$ cat src/rtl/core/polar_remap_address_generator_assert.svh
// Assertion macros for the polar remap address generator
`ifndef POLAR_REMAP_ADDRESS_GENERATOR_ASSERT_SVH
`define POLAR_REMAP_ADDRESS_GENERATOR_ASSERT_SVH
// implication checked on every edge outside reset
`define PRAG_ASSERT_IMP(label, clk, rst, ante, cons) \
   label: assert property (@(posedge clk) disable iff (rst) (ante) |-> (cons)) \
      else $error("assertion failed");
// implication checked with the consequent in the cycle after the antecedent
`define PRAG_ASSERT_NEXT(label, clk, rst, ante, cons) \
   label: assert property (@(posedge clk) disable iff (rst) (ante) |=> (cons)) \
      else $error("assertion failed");
`endif

$ cat src/rtl/core/prag_phase_div.sv
// Pipelined restoring divider: phase = floor(row * 2^16 / steps), mod 2^16
module prag_phase_div (
   input  logic        clock,
   input  logic        reset,
   input  logic        adv,
   input  logic        in_valid,
   input  logic [11:0] in_row,
   input  logic [11:0] in_radius,
   input  logic [12:0] steps,
   output logic        out_valid,
   output logic [15:0] out_phase,
   output logic [11:0] out_radius
);
   // 28-bit dividend, quotient low 16 bits; two quotient bits per stage
   localparam int NB = 28;
   localparam int NS = NB / 2;
   logic [13:0]   rem_ff  [NS+1];
   logic [NB-1:0] num_ff  [NS+1];
   logic [15:0]   q_ff    [NS+1];
   logic [11:0]   rad_ff  [NS+1];
   logic [NS:0]   vld_ff;
   logic [12:0]   div;
   assign div = (steps == 13'd0) ? 13'd1 : steps;

   always_ff @(posedge clock) begin
      if (reset) vld_ff <= '0;
      else if (adv) vld_ff <= {vld_ff[NS-1:0], in_valid};
   end

   always_ff @(posedge clock) begin
      if (adv) begin
         rem_ff[0] <= '0;
         num_ff[0] <= {in_row, 16'd0};
         q_ff[0] <= '0;
         rad_ff[0] <= in_radius;
      end
   end

   for (genvar s = 0; s < NS; s++) begin : g_st
      logic [13:0] r1, r2;
      logic [14:0] t1, t2;
      logic        b1, b2;
      always_comb begin
         t1 = {rem_ff[s], num_ff[s][NB-1]} - {2'd0, div};
         b1 = !t1[14];
         r1 = b1 ? t1[13:0] : {rem_ff[s][12:0], num_ff[s][NB-1]};
         t2 = {r1, num_ff[s][NB-2]} - {2'd0, div};
         b2 = !t2[14];
         r2 = b2 ? t2[13:0] : {r1[12:0], num_ff[s][NB-2]};
      end
      always_ff @(posedge clock) begin
         if (adv) begin
            rem_ff[s+1] <= r2;
            num_ff[s+1] <= {num_ff[s][NB-3:0], 2'b00};
            q_ff[s+1] <= {q_ff[s][13:0], b1, b2};
            rad_ff[s+1] <= rad_ff[s];
         end
      end
   end
   assign out_valid = vld_ff[NS];
   assign out_phase = q_ff[NS];
   assign out_radius = rad_ff[NS];
endmodule

$ cat config.mk
export PLATFORM = sky130hd
export DESIGN_NAME = prag_phase_div
export DESIGN_NICKNAME = d
export VERILOG_FILES = /design/src/rtl/core/polar_remap_address_generator_assert.svh /design/src/rtl/core/prag_phase_div.sv
export SDC_FILE = /design/constraint.sdc
export NUM_CORES = 1
export LEC_CHECK = 0
export ABC_AREA = 0
export CORE_ASPECT_RATIO = 1.4
export CORE_MARGIN = 4
export CORE_UTILIZATION = 65
export CTS_CLUSTER_SIZE = 40
export DETAILED_ROUTE_END_ITERATION = 16
export DONT_BUFFER_PORTS = 1
export PLACE_DENSITY = 0.77
export SYNTH_ARGS = -nofsm -noshare
export SYNTH_HDL_FRONTEND = slang
export SYNTH_SLANG_ARGS = --single-unit
$ cat constraint.sdc
create_clock -name clock -period 18.2 [get_ports clock]
set_clock_uncertainty 0.05 [all_clocks]
set_input_delay 3.64 -clock clock [delete_from_list [all_inputs] [get_ports clock]]
set_output_delay 3.64 -clock clock [all_outputs]
set_load 0.02 [all_outputs]
# Yosys cells after proc, flatten, opt, wreduce, memory -nomap -nowiden
# Memories as Yosys holds them, arrays and structs flattened.
# Cells that the tools add are included.
dict set report totals {
  ff_bits 15
  ram_bits 1020
  inputBits 41
  output_inout_bits 29
  word_cells 93
  mem_count 4
}
dict set report classes {
  add_sub_neg 28
  n_mux 31
  n_reduce_logical 29
}
# name words word_bits read_ports rd_ports_with_merged_regs wr line
set memory_table {}
lappend memory_table {num_ff 15 26 14 0 15 prag_phase_div.sv:18} ;# logic [NB-1:0] num_ff [NS+1];
lappend memory_table {q_ff 15 16 15 0 15 prag_phase_div.sv:19} ;# logic [15:0] q_ff [NS+1];
lappend memory_table {rem_ff 15 14 14 0 15 prag_phase_div.sv:17} ;# logic [13:0] rem_ff [NS+1];
lappend memory_table {rad_ff 15 12 15 0 15 prag_phase_div.sv:20} ;# logic [11:0] rad_ff [NS+1];
# cell n
set op_table {}
lappend op_table {{subtractor 15 x 13 -> 15 bit} 28}
lappend op_table {{two-way mux 14 bit} 28}
lappend op_table {{zero test 1 bit} 28}
lappend op_table {{zero test 13 bit} 1}
lappend op_table {{two-way mux 13 bit} 1}
lappend op_table {{two-way mux 1 bit} 2}

# Longest topological paths before layout
dict set report logic_depth {
  ltp_word 6
  ltp_mapped 29
  mapped_depth_nobuf 26
}

# Least setup slack after synthesis
# Ideal clock, no wire load.
dict set report synth_timing {
  path_type {input to register}
  from {in steps[1]}
  to {mem rem_ff[6][5] (netlist: rem_ff[0][89]) (data pin)}
  setup_ns 0.260
  arrival_time_ns 10.848
  required_ns 17.890
  slack_ns 7.042
  stages 28
  n_path_buf 4
  cell_sequence {inv_2 > a41o_1 > buf_4 > clkbuf_1 > ha_1 > inv_1 > fa_1 > a21o_1 > a21oi_1 > o211ai_1 > a311oi_2 > o21ai_0 > nor3_1 > xnor2_1 > clkbuf_1 > mux2_2 > ha_1 > nor2b_1 > o21ai_0 > a21oi_1 > o21ai_0 > a211oi_1 > nor2_1 > a211o_1 > nor2b_1 > xnor2_1 > buf_4 > mux2_2}
}
# item line
set synth_lines {}
lappend synth_lines {{start, declared} prag_phase_div.sv:9} ;# input logic [12:0] steps,
lappend synth_lines {{end, declared} prag_phase_div.sv:17}

==> run summary <==
Setup TNS Final - 0 ns
Final period util - 0.5958
hold endpoint - q_ff[1][35]
TritonCTS clock tree - built
ys flop type - edfxtp_1
final hold vios - 0
layout cell share with drive strength beyond 1 - 0.1248
max capacitance violation total - 0
Worst-path clk slew - 0.06 ns
worst-skew pair later-pin latency - 0.61 ns
status - complete, no violations
Synth area leader - edfxtp_1
main combinational cell family by area after synthesis - compound AO/OA/AOI/OAI gates
Post-Synth XOR/XNOR Area - 0.07375
worst hold stages - 0
initial antenna violation count - 0
clk sinks - 491
Synth Cell Area - 34,530 µm²
Final ANT Viol Nets - 0
IO Pins - 70
total core area - 52,400 µm²
vias in the first global route - 25,044
Crit Path Max Fanout - 29
Crit Path Class - in -> reg
gpl congestion - 0.8849
Setup violations, final - 0
via/cell ratio - 6.315
crit end category - flop
1st-iter DRT viols - 1,457
All-Layer GR Usage - 0.2619
Hold Startpoint - q_ff[1][17]
fmax - 92.22 MHz
full die area - 56,920 µm²
total gr overflow - 0
number of flops mapped to enable cells by yosys - 476
area delta synth->final - 7.255%
synthesized instance count - 3,135
Layout Nets - 3,552
path type of the worst min-delay path - reg -> reg
DRC errors left - 0
Avg WL per Cell - 19.54 µm
Post-Synth Adder-Cell Area - 0.1346
Synth area leaders - edfxtp_1, ha_1, mux2_2, xnor2_1, a21oi_1
DP HPWL - 52,140 µm
Starting Density - 0.6589
first-pass GRT wire length - 122,500 µm
largest net degree at the start of global routing - 492
Worst slew margin - 0.2269
IO buf count - 0
Final min period - 10.84 ns
CTS Hold Buffers Added - 0
reg2reg end - rem_ff[0][58]
final WL - 76,130 µm
Die H - 280.7 µm
asr flop ratio synth - 0
# rows - 99
antenna cells - 0
post-CTS setup buffers - 0
Root Driver - clkbuf_16
R2R depth - 23
Synth Area in Compound Gates - 0.1470
Synth Register Bits - 491
Reg2Reg Setup Slack - 11.12 ns
RSZ-0062 raised after global routing - false
clk buf depth - 3
Mapped Avg Cell Area - 11.01 µm²
worst path required time - 18.50 ns
register area share after synthesis - 0.4227
DRT Pass-1 Iters - 5
post-synthesis mux area share - 0.08386
H-tree levels - 2
yosys warns - 0
Synth cell types - 108
simple-gate portion of the synthesized area - 0.1132
CTS Buf Count - 50
WP data arrival - 11.14 ns
commonest non-fill, non-tap cell in the layout - edfxtp_1
Die Width - 202.8 µm
post-cts sizing count - 0
Worst Tran Pin Value - 1.156 ns
commonest cells after routing, fill and taps aside - edfxtp_1, ha_1, nor2_1, a21oi_1, mux2_2
Synth top area share - 0.4140
final core utilization - 0.7067
R2R Path Start - num_ff[0][103]
startpoint types - primary input
total number of vias - 24,608
Final Max Tran Viols - 0
[cell usage after synthesis, types with 38 or more instances]
cell        n
inv_1     110
a21oi_1   212
nor2b_1    43
nand2b_1   51
mux2i_1    38
xor2_1     96
nor3_1     71
o21ai_0   159
nand2_1   187
xnor2_1   173
nand3_1    51
edfxtp_1  476
nor2_1    226
a21o_1     83
mux2_2    194
ha_1      341
[stage by stage]
step                cell area (µm²)  instances  setup slack [ns]  hold WS, ns
floorplan                     34540       3139             7.042       0.3503
global placement              35250       3806             7.044       0.3503
detailed placement            35250       3806             6.815       0.3545
CTS                           37030       3897             7.440       0.3633
global route                  37030       3897             6.823       0.3715
finish                        37030       3897             7.357       0.3616
[critical path, cell delays in order]
cell,delay [ns]
nor4_4,0.55
a41o_2,0.47
buf_4,0.46
ha_1,0.23
inv_1,0.07
fa_1,0.44
a21o_1,0.18
a21o_1,0.19
a21oi_1,0.26
o311ai_0,0.22
a21boi_0,0.36
xnor2_1,0.17
buf_4,0.24
mux2_2,0.37
ha_1,0.34
nor2b_1,0.14
o21ai_0,0.21
a21oi_1,0.14
o311a_1,0.40
o21a_1,0.19
o21ai_0,0.25
a211o_1,0.21
nand2_1,0.07
xor2_1,0.91
mux2_2,0.43
[metal layers]
metal	global-route usage	up-vias	part of all wire
met2	0.4761	635	0.51
met4	0.1146	0	0.044
met1	0.3113	11882	0.40
met5	0	-	0
met3	0.03370	233	0.044
li1	-	11858	-
[sequential cells by signal, summed over array words and instances, names as in the netlist]
name and flops:
rad_ff 180, q_ff 72, rem_ff 182, vld_ff 15, num_ff 42
[kinds of logic (layout without fill, tap and decap cells)]
group,after synthesis,after routing
mux,256,256
buf+inv,186,237
compound gates,769,769
simple gates,792,792
xor+xnor,280,280
fa+ha+maj,360,360
flops,491,491
other cells,1,5
[layout make-up]
| cell class | count | area [µm²] |
|---|---|---|
| Tap cell | 707 | 884.6 |
| Inverter | 114 | 427.9 |
| Sequential cell | 491 | 14590 |
| Multi-Input combinational cell | 2462 | 19100 |
| Fill cell | 3719 | 15370 |
| Clock inverter | 36 | 491.7 |
| Clock buffer | 55 | 1291 |
| Timing Repair Buffer | 32 | 240.2 |
[worst max-delay path by stage]
| stage | depth (start not counted) | endpoint | start | slack, ns |
|---|---|---|---|---|
| floorplan | 28 | rem_ff[0][89] | steps[1] | 7.04 |
| global placement | 25 | rem_ff[0][45] | steps[9] | 7.04 |
| detailed placement | 25 | rem_ff[0][49] | steps[9] | 6.81 |
| CTS | 25 | rem_ff[0][49] | steps[9] | 7.44 |
| global route | 25 | rem_ff[0][49] | steps[9] | 6.82 |
| finish | 25 | rem_ff[0][49] | steps[9] | 7.36 |
Power is left out: the tool's default activity adds up to more than one toggle a clock period on the data nets, which glitch-free logic cannot reach.
