==> src/rtl/core/polar_remap_address_generator_assert.svh <==
// Assertion macros for the polar remap address generator
`ifndef POLAR_REMAP_ADDRESS_GENERATOR_ASSERT_SVH
`define POLAR_REMAP_ADDRESS_GENERATOR_ASSERT_SVH
// implication checked on every edge outside reset
`define PRAG_ASSERT_IMP(label, clk, rst, ante, cons) \
   label: assert property (@(posedge clk) disable iff (rst) (ante) |-> (cons)) \
      else $error("assertion failed");
// implication checked with the consequent in the cycle after the antecedent
`define PRAG_ASSERT_NEXT(label, clk, rst, ante, cons) \
   label: assert property (@(posedge clk) disable iff (rst) (ante) |=> (cons)) \
      else $error("assertion failed");
`endif

==> src/rtl/core/prag_pkg.sv <==
// Shared constants, types and tables of the polar remap address generator
package prag_pkg;
   localparam int MAX_DIM = 4096;
   localparam int PHASE_BITS = 16;
   localparam int CORDIC_STEPS = 18;
   localparam int FRAC_BITS = 17;
   localparam int DIV_BITS = 12;
   localparam logic signed [33:0] CORDIC_GAIN = 34'sd652032874;
   localparam logic [1:0] REG_WIDTH = 2'd0;
   localparam logic [1:0] REG_HEIGHT = 2'd1;
   localparam logic [1:0] REG_STEPS = 2'd2;

   typedef struct packed {
      logic [11:0] radius;
      logic [11:0] angle_row;
   } req_type;

   typedef struct packed {
      logic [11:0] source_x;
      logic [11:0] source_y;
      logic        inside_res;
   } rsp_type;

   function automatic logic signed [33:0] arc_at(input int i);
      logic signed [33:0] r;
      case (i)
         0: r = 34'sd536870912;  1: r = 34'sd316933406;  2: r = 34'sd167458908;
         3: r = 34'sd85004756;   4: r = 34'sd42667331;   5: r = 34'sd21354465;
         6: r = 34'sd10679838;   7: r = 34'sd5340245;    8: r = 34'sd2670163;
         9: r = 34'sd1335087;    10: r = 34'sd667544;    11: r = 34'sd333772;
         12: r = 34'sd166886;    13: r = 34'sd83443;     14: r = 34'sd41722;
         15: r = 34'sd20861;     16: r = 34'sd10430;     17: r = 34'sd5215;
         default: r = 34'sd0;
      endcase
      return r;
   endfunction
endpackage

==> src/rtl/core/prag_coord.sv <==
// Multiply, truncate toward zero and bounds test
module prag_coord (
   input  logic               clock,
   input  logic               reset,
   input  logic               adv,
   input  logic               in_valid,
   input  logic signed [18:0] in_cos,
   input  logic signed [18:0] in_sin,
   input  logic [11:0]        in_radius,
   input  logic [12:0]        width,
   input  logic [12:0]        height,
   output logic               out_valid,
   output prag_pkg::rsp_type  out_rsp
);
   logic [1:0]         vld_ff;
   logic signed [31:0] px_ff, py_ff;
   prag_pkg::rsp_type  rsp_ff;
   logic [12:0]        w, h;
   logic signed [31:0] sx, sy, ax, ay;
   logic signed [14:0] x, y;
   logic               ins;

   always_comb begin
      w = (width > 13'd4096) ? 13'd4096 : width;
      h = (height > 13'd4096) ? 13'd4096 : height;
   end

   always_ff @(posedge clock) begin
      if (reset) vld_ff <= '0;
      else if (adv) vld_ff <= {vld_ff[0], in_valid};
   end

   always_ff @(posedge clock) begin
      if (adv) begin
         px_ff <= $signed({1'b0, in_radius}) * in_cos;
         py_ff <= $signed({1'b0, in_radius}) * in_sin;
      end
   end

   always_comb begin
      // center in Q.17: (dim / 2) << 17
      sx = $signed({3'd0, w[12:1], 17'd0}) + px_ff;
      sy = $signed({3'd0, h[12:1], 17'd0}) - py_ff;
      // truncate toward zero: shift magnitude
      ax = sx[31] ? -sx : sx;
      ay = sy[31] ? -sy : sy;
      x = sx[31] ? -$signed({1'b0, ax[30:17]}) : $signed({1'b0, ax[30:17]});
      y = sy[31] ? -$signed({1'b0, ay[30:17]}) : $signed({1'b0, ay[30:17]});
      ins = !x[14] && (x < $signed({2'b0, w})) && !y[14] && (y < $signed({2'b0, h}));
   end

   always_ff @(posedge clock) begin
      if (adv) begin
         rsp_ff.inside_res <= ins;
         rsp_ff.source_x <= ins ? x[11:0] : 12'd0;
         rsp_ff.source_y <= ins ? y[11:0] : 12'd0;
      end
   end
   assign out_valid = vld_ff[1];
   assign out_rsp = rsp_ff;
endmodule

==> config.mk <==
export PLATFORM = sky130hd
export DESIGN_NAME = prag_coord
export DESIGN_NICKNAME = d
export VERILOG_FILES = /design/src/rtl/core/polar_remap_address_generator_assert.svh /design/src/rtl/core/prag_pkg.sv /design/src/rtl/core/prag_coord.sv
export SDC_FILE = /design/constraint.sdc
export NUM_CORES = 1
export LEC_CHECK = 0
export ABC_AREA = 1
export BUFFER_PORTS_ARGS = -buffer_cell sky130_fd_sc_hd__buf_2
export CORE_MARGIN = 10
export CORE_UTILIZATION = 65
export DETAILED_ROUTE_END_ITERATION = 16
export PLACE_DENSITY = 0.91
export SKIP_CTS_REPAIR_TIMING = 1
export SYNTH_ARGS = -nofsm -noshare
export SYNTH_HDL_FRONTEND = slang
export SYNTH_SLANG_ARGS = --single-unit
==> constraint.sdc <==
create_clock -name clock -period 18.7 [get_ports clock]
set_clock_uncertainty 0.2 [all_clocks]
set_input_delay 0.935 -clock clock [delete_from_list [all_inputs] [get_ports clock]]
set_output_delay 0.935 -clock clock [all_outputs]
set_load 0.05 [all_outputs]
Word level (Yosys, flattened, before mapping)
Cells that the tools add are included.

Output and inout port bits: 26. Bits in registers: 91.

Magnitude comparators: 4. Add/subtract/negate cells: 6. Reductions and logical operators: 5. Multipliers: 2. Muxes and demuxes: 6.

Operators by type and width (count): $mul A13 B19 Y32 (2); $mux W31 (2); $neg A31 Y31 (2); $add A30 B32 Y32 (1); $sub A30 B32 Y32 (1); $lt A15 B14 Y1 (2); $mux W15 (2); $neg A14 Y15 (2); $gt A13 B13 Y1 const B (2); $mux W13 (2); $logic_and A1 B1 Y1 (3); $logic_not A1 Y1 (2).

Depth between registers and ports, before layout
Word-level depth: 11. Mapped depth: 42.

Least setup slack after synthesis
OpenSTA, ideal clock, no wires.

Path type: in2reg. Start: in in_radius[2]. End: reg px_ff[31], data pin. Setup slack: 11.705 ns. Stages on the path: 26. Library setup time: 0.260 ns. Arrival: 6.535 ns. Cells stage by stage: clkbuf_1 -> clkbuf_1 -> nand2_1 -> fa_1 -> inv_1 -> fa_1 -> fa_1 -> inv_1 -> fa_1 -> fa_1 -> inv_1 -> ha_1 -> a21oi_1 -> a21boi_0 -> o21ai_1 -> a21oi_1 -> o21ai_1 -> a21oi_1 -> o21ai_1 -> a21boi_0 -> o21ai_1 -> a21boi_0 -> o21ai_1 -> nand2_1 -> nand2_1 -> xor2_1.

Cells in the longest elaborated chain, start to end: 1.

RTL lines: start: declaration (line prag_coord.sv:9) `input logic [11:0] in_radius,`; $mul A13 B19 Y32 (line prag_coord.sv:35) `px_ff <= $signed({1'b0, in_radius}) * in_cos;`; end signal: assignment (line prag_coord.sv:35); end: declaration (line prag_coord.sv:16) `logic signed [31:0] px_ff, py_ff;`.

Every way passes these cells. A chain may end at the register's enable or synchronous reset.

Worst setup path in the final report
Start: in in_radius[1]. End: reg px_ff[31], data pin.

The elaborated chain is that of the path after synthesis.

==> results.tsv <==
metric	value	unit
Post-route DRC	0	
Critical Path End Type	flop	
FFs w/ async S/R, synth	0	%
Num CTS Buffers	9	
CTS tree	yes	
most common cell after layout, fill and taps aside	inv_1	
CTS clock-pin slew for the worst setup and hold paths	0.07	ns
RSZ-0062 raised after global routing	false	
Post-Synthesis Cells	3206	
Setup-failing EPs final	0	
vias per cell	5.34	
Worst Path Arrival	7.14	ns
initial antenna violation count	1	
Worst slew margin	34.2	%
htree depth	3	
launching element type of the critical path	input port	
Fmax	138	MHz
vias in the first global route	20900	
worst endpoint required time	18.61	ns
worst-path fanout max	38	
final worst slack	11.47	ns
Worst path slowest cell	fa_1	
Least-Margin Pin Slew	0.987	ns
Post-synth EDFFs	89	
final-report hold violation count	0	
first-pass GRT wire length	97800	um
Min Clock Period, post-route	7.23	ns
max incr delay on CP	0.55	ns
setup TNS	0	ns
TritonRoute pass-1 iters	5	
syn_nets	3899	
largest net degree at the start of global routing	61	
I/O Pins	106	
Synth cell types	54	
most frequent cells in the layout	899 x inv_1, 826 x nand2_1, 417 x fa_1, 196 x ha_1, 117 x nor2_1	
total gr overflow	0	
status	finished, final reports clean	
gr usage total	25.5	%
clock sinks	91	
Post-synth top flop	edfxtp_1	
initial detailed-routing violation count	1534	
via count	20000	
Post-Route WL	57800	um
final worst-path cycle share	38.6	%
worst-skew pair later-pin latency	0.38	ns
number of port buffers	105	
Starting Density	65.6	%
Setup CP Type	in -> reg	
layout filler cell count	2857	
area of the core	37600	um^2
fin nets	3925	
max-capacitance violation count	0	
Mean Syn Cell Area	7.69	um^2
Slew Viols, Final	0	
die outline area	46100	um^2
Layout area overhead	4.47	%
routability congestion estimate	0.937	
layout cells sized above 1	8.19	%
row cnt	71	
worst hold slack	0.266	ns
Min-Delay Path Class	reg -> reg	
Clock Path Buffers	2	
root buffer cell	clkbuf_16	
Die Height	215	um
post-route ant nets	0	
Synthesis Warnings	0	
post-synthesis sequential area ratio	11.0	%
Synth Cell Area	24700	um^2
Post-Place Worst Slack	11.14	ns
routed len/inst	15.4	um
DP HPWL	47200	um
flops & latches, synth	91	
Die W	215	um
## logic make-up (layout without fill, tap and decap cells)
logic type                 Yosys count  in the layout  synth area share (%)
buffers and inverters             1021           1052                  15.8
AOI/OAI and AO/OA                  178            178                  3.99
and+or+nand+nor                   1198           1198                  21.6
other                                0              2                     0
adders and majority gates          613            613                  43.8
xor gates and xnor gates           105            105                  3.82
DFF                                 91             91                  11.0
## critical path, delay by kind of cell
family / cells / cell delay [ns]
fa+ha+maj: 6 / 2.82
compound gates: 11 / 2.31
buf+inv: 5 / 0.63
simple gates: 3 / 0.28
xor+xnor: 1 / 0.14
## cells in the mapped netlist (33+ instances only)
| cell type | instances | area (um^2) |
|---|---|---|
| ha_1 | 196 | 2450 |
| fa_1 | 417 | 8350 |
| clkbuf_1 | 75 | 282 |
| o21ai_0 | 43 | 215 |
| nand2_1 | 826 | 3100 |
| nor2_1 | 117 | 439 |
| inv_1 | 899 | 3370 |
| a21oi_1 | 92 | 460 |
| nand2_2 | 33 | 206 |
| nand3_1 | 103 | 515 |
| xor2_1 | 75 | 657 |
| edfxtp_1 | 89 | 2670 |
## sequential cells by signal, summed over array words and instances (netlist names)
register / count
px_ff: 32
out_rsp: 25
py_ff: 32
vld_ff: 2
## final timing paths
path	slack (ns)	endpoint	from	cells past startpoint
max	11.47	px_ff[31]$_DFFE_PP_	in_radius[1]	26
min	0.27	vld_ff[1]$_SDFFE_PP0P_	vld_ff[1]$_SDFFE_PP0P_	2
max reg2reg	13.25	out_rsp[2]$_SDFFCE_PN0P_	py_ff[22]$_DFFE_PP_	29
min reg2reg	0.27	vld_ff[1]$_SDFFE_PP0P_	vld_ff[1]$_SDFFE_PP0P_	2
## final cells by class
class                      count  area, um^2  share of cell area, %
inverter                     926        3480                   13.5
antenna                        2        5.00                 0.0194
clock inverter                 7        87.6                  0.340
multi-input combinational   2094       18000                   70.1
sequential                    91        2710                   10.5
tap                          511         639                   2.48
timing repair buffer         110         566                   2.20
clock buffer                   9         225                  0.875
## stage by stage
stage,cell area (um^2),utilization [%],std cells
2_1_floorplan,24700,-,3206
3_3_place_gp,25400,67.7,3732
5_1_grt,25700,68.5,3749
4_1_cts,25700,68.5,3748
3_5_place_dp,25400,67.7,3732
6_report,25800,68.5,3750
## routing by layer
metal | vias to the layer above | global-route usage (%) | share of wire (%) | routed length [um]
met1 | 9589 | 31.9 | 39 | 22800
met3 | 173 | 3.78 | 8.3 | 4820
li1 | 9368 | - | - | -
met5 | - | 0 | 0 | 0
met4 | 0 | 8.74 | 3.1 | 1770
met2 | 908 | 44.4 | 49 | 28400
Power is not shown: default switching activity piles up to over one toggle a cycle in this logic, so the estimate is an artifact.
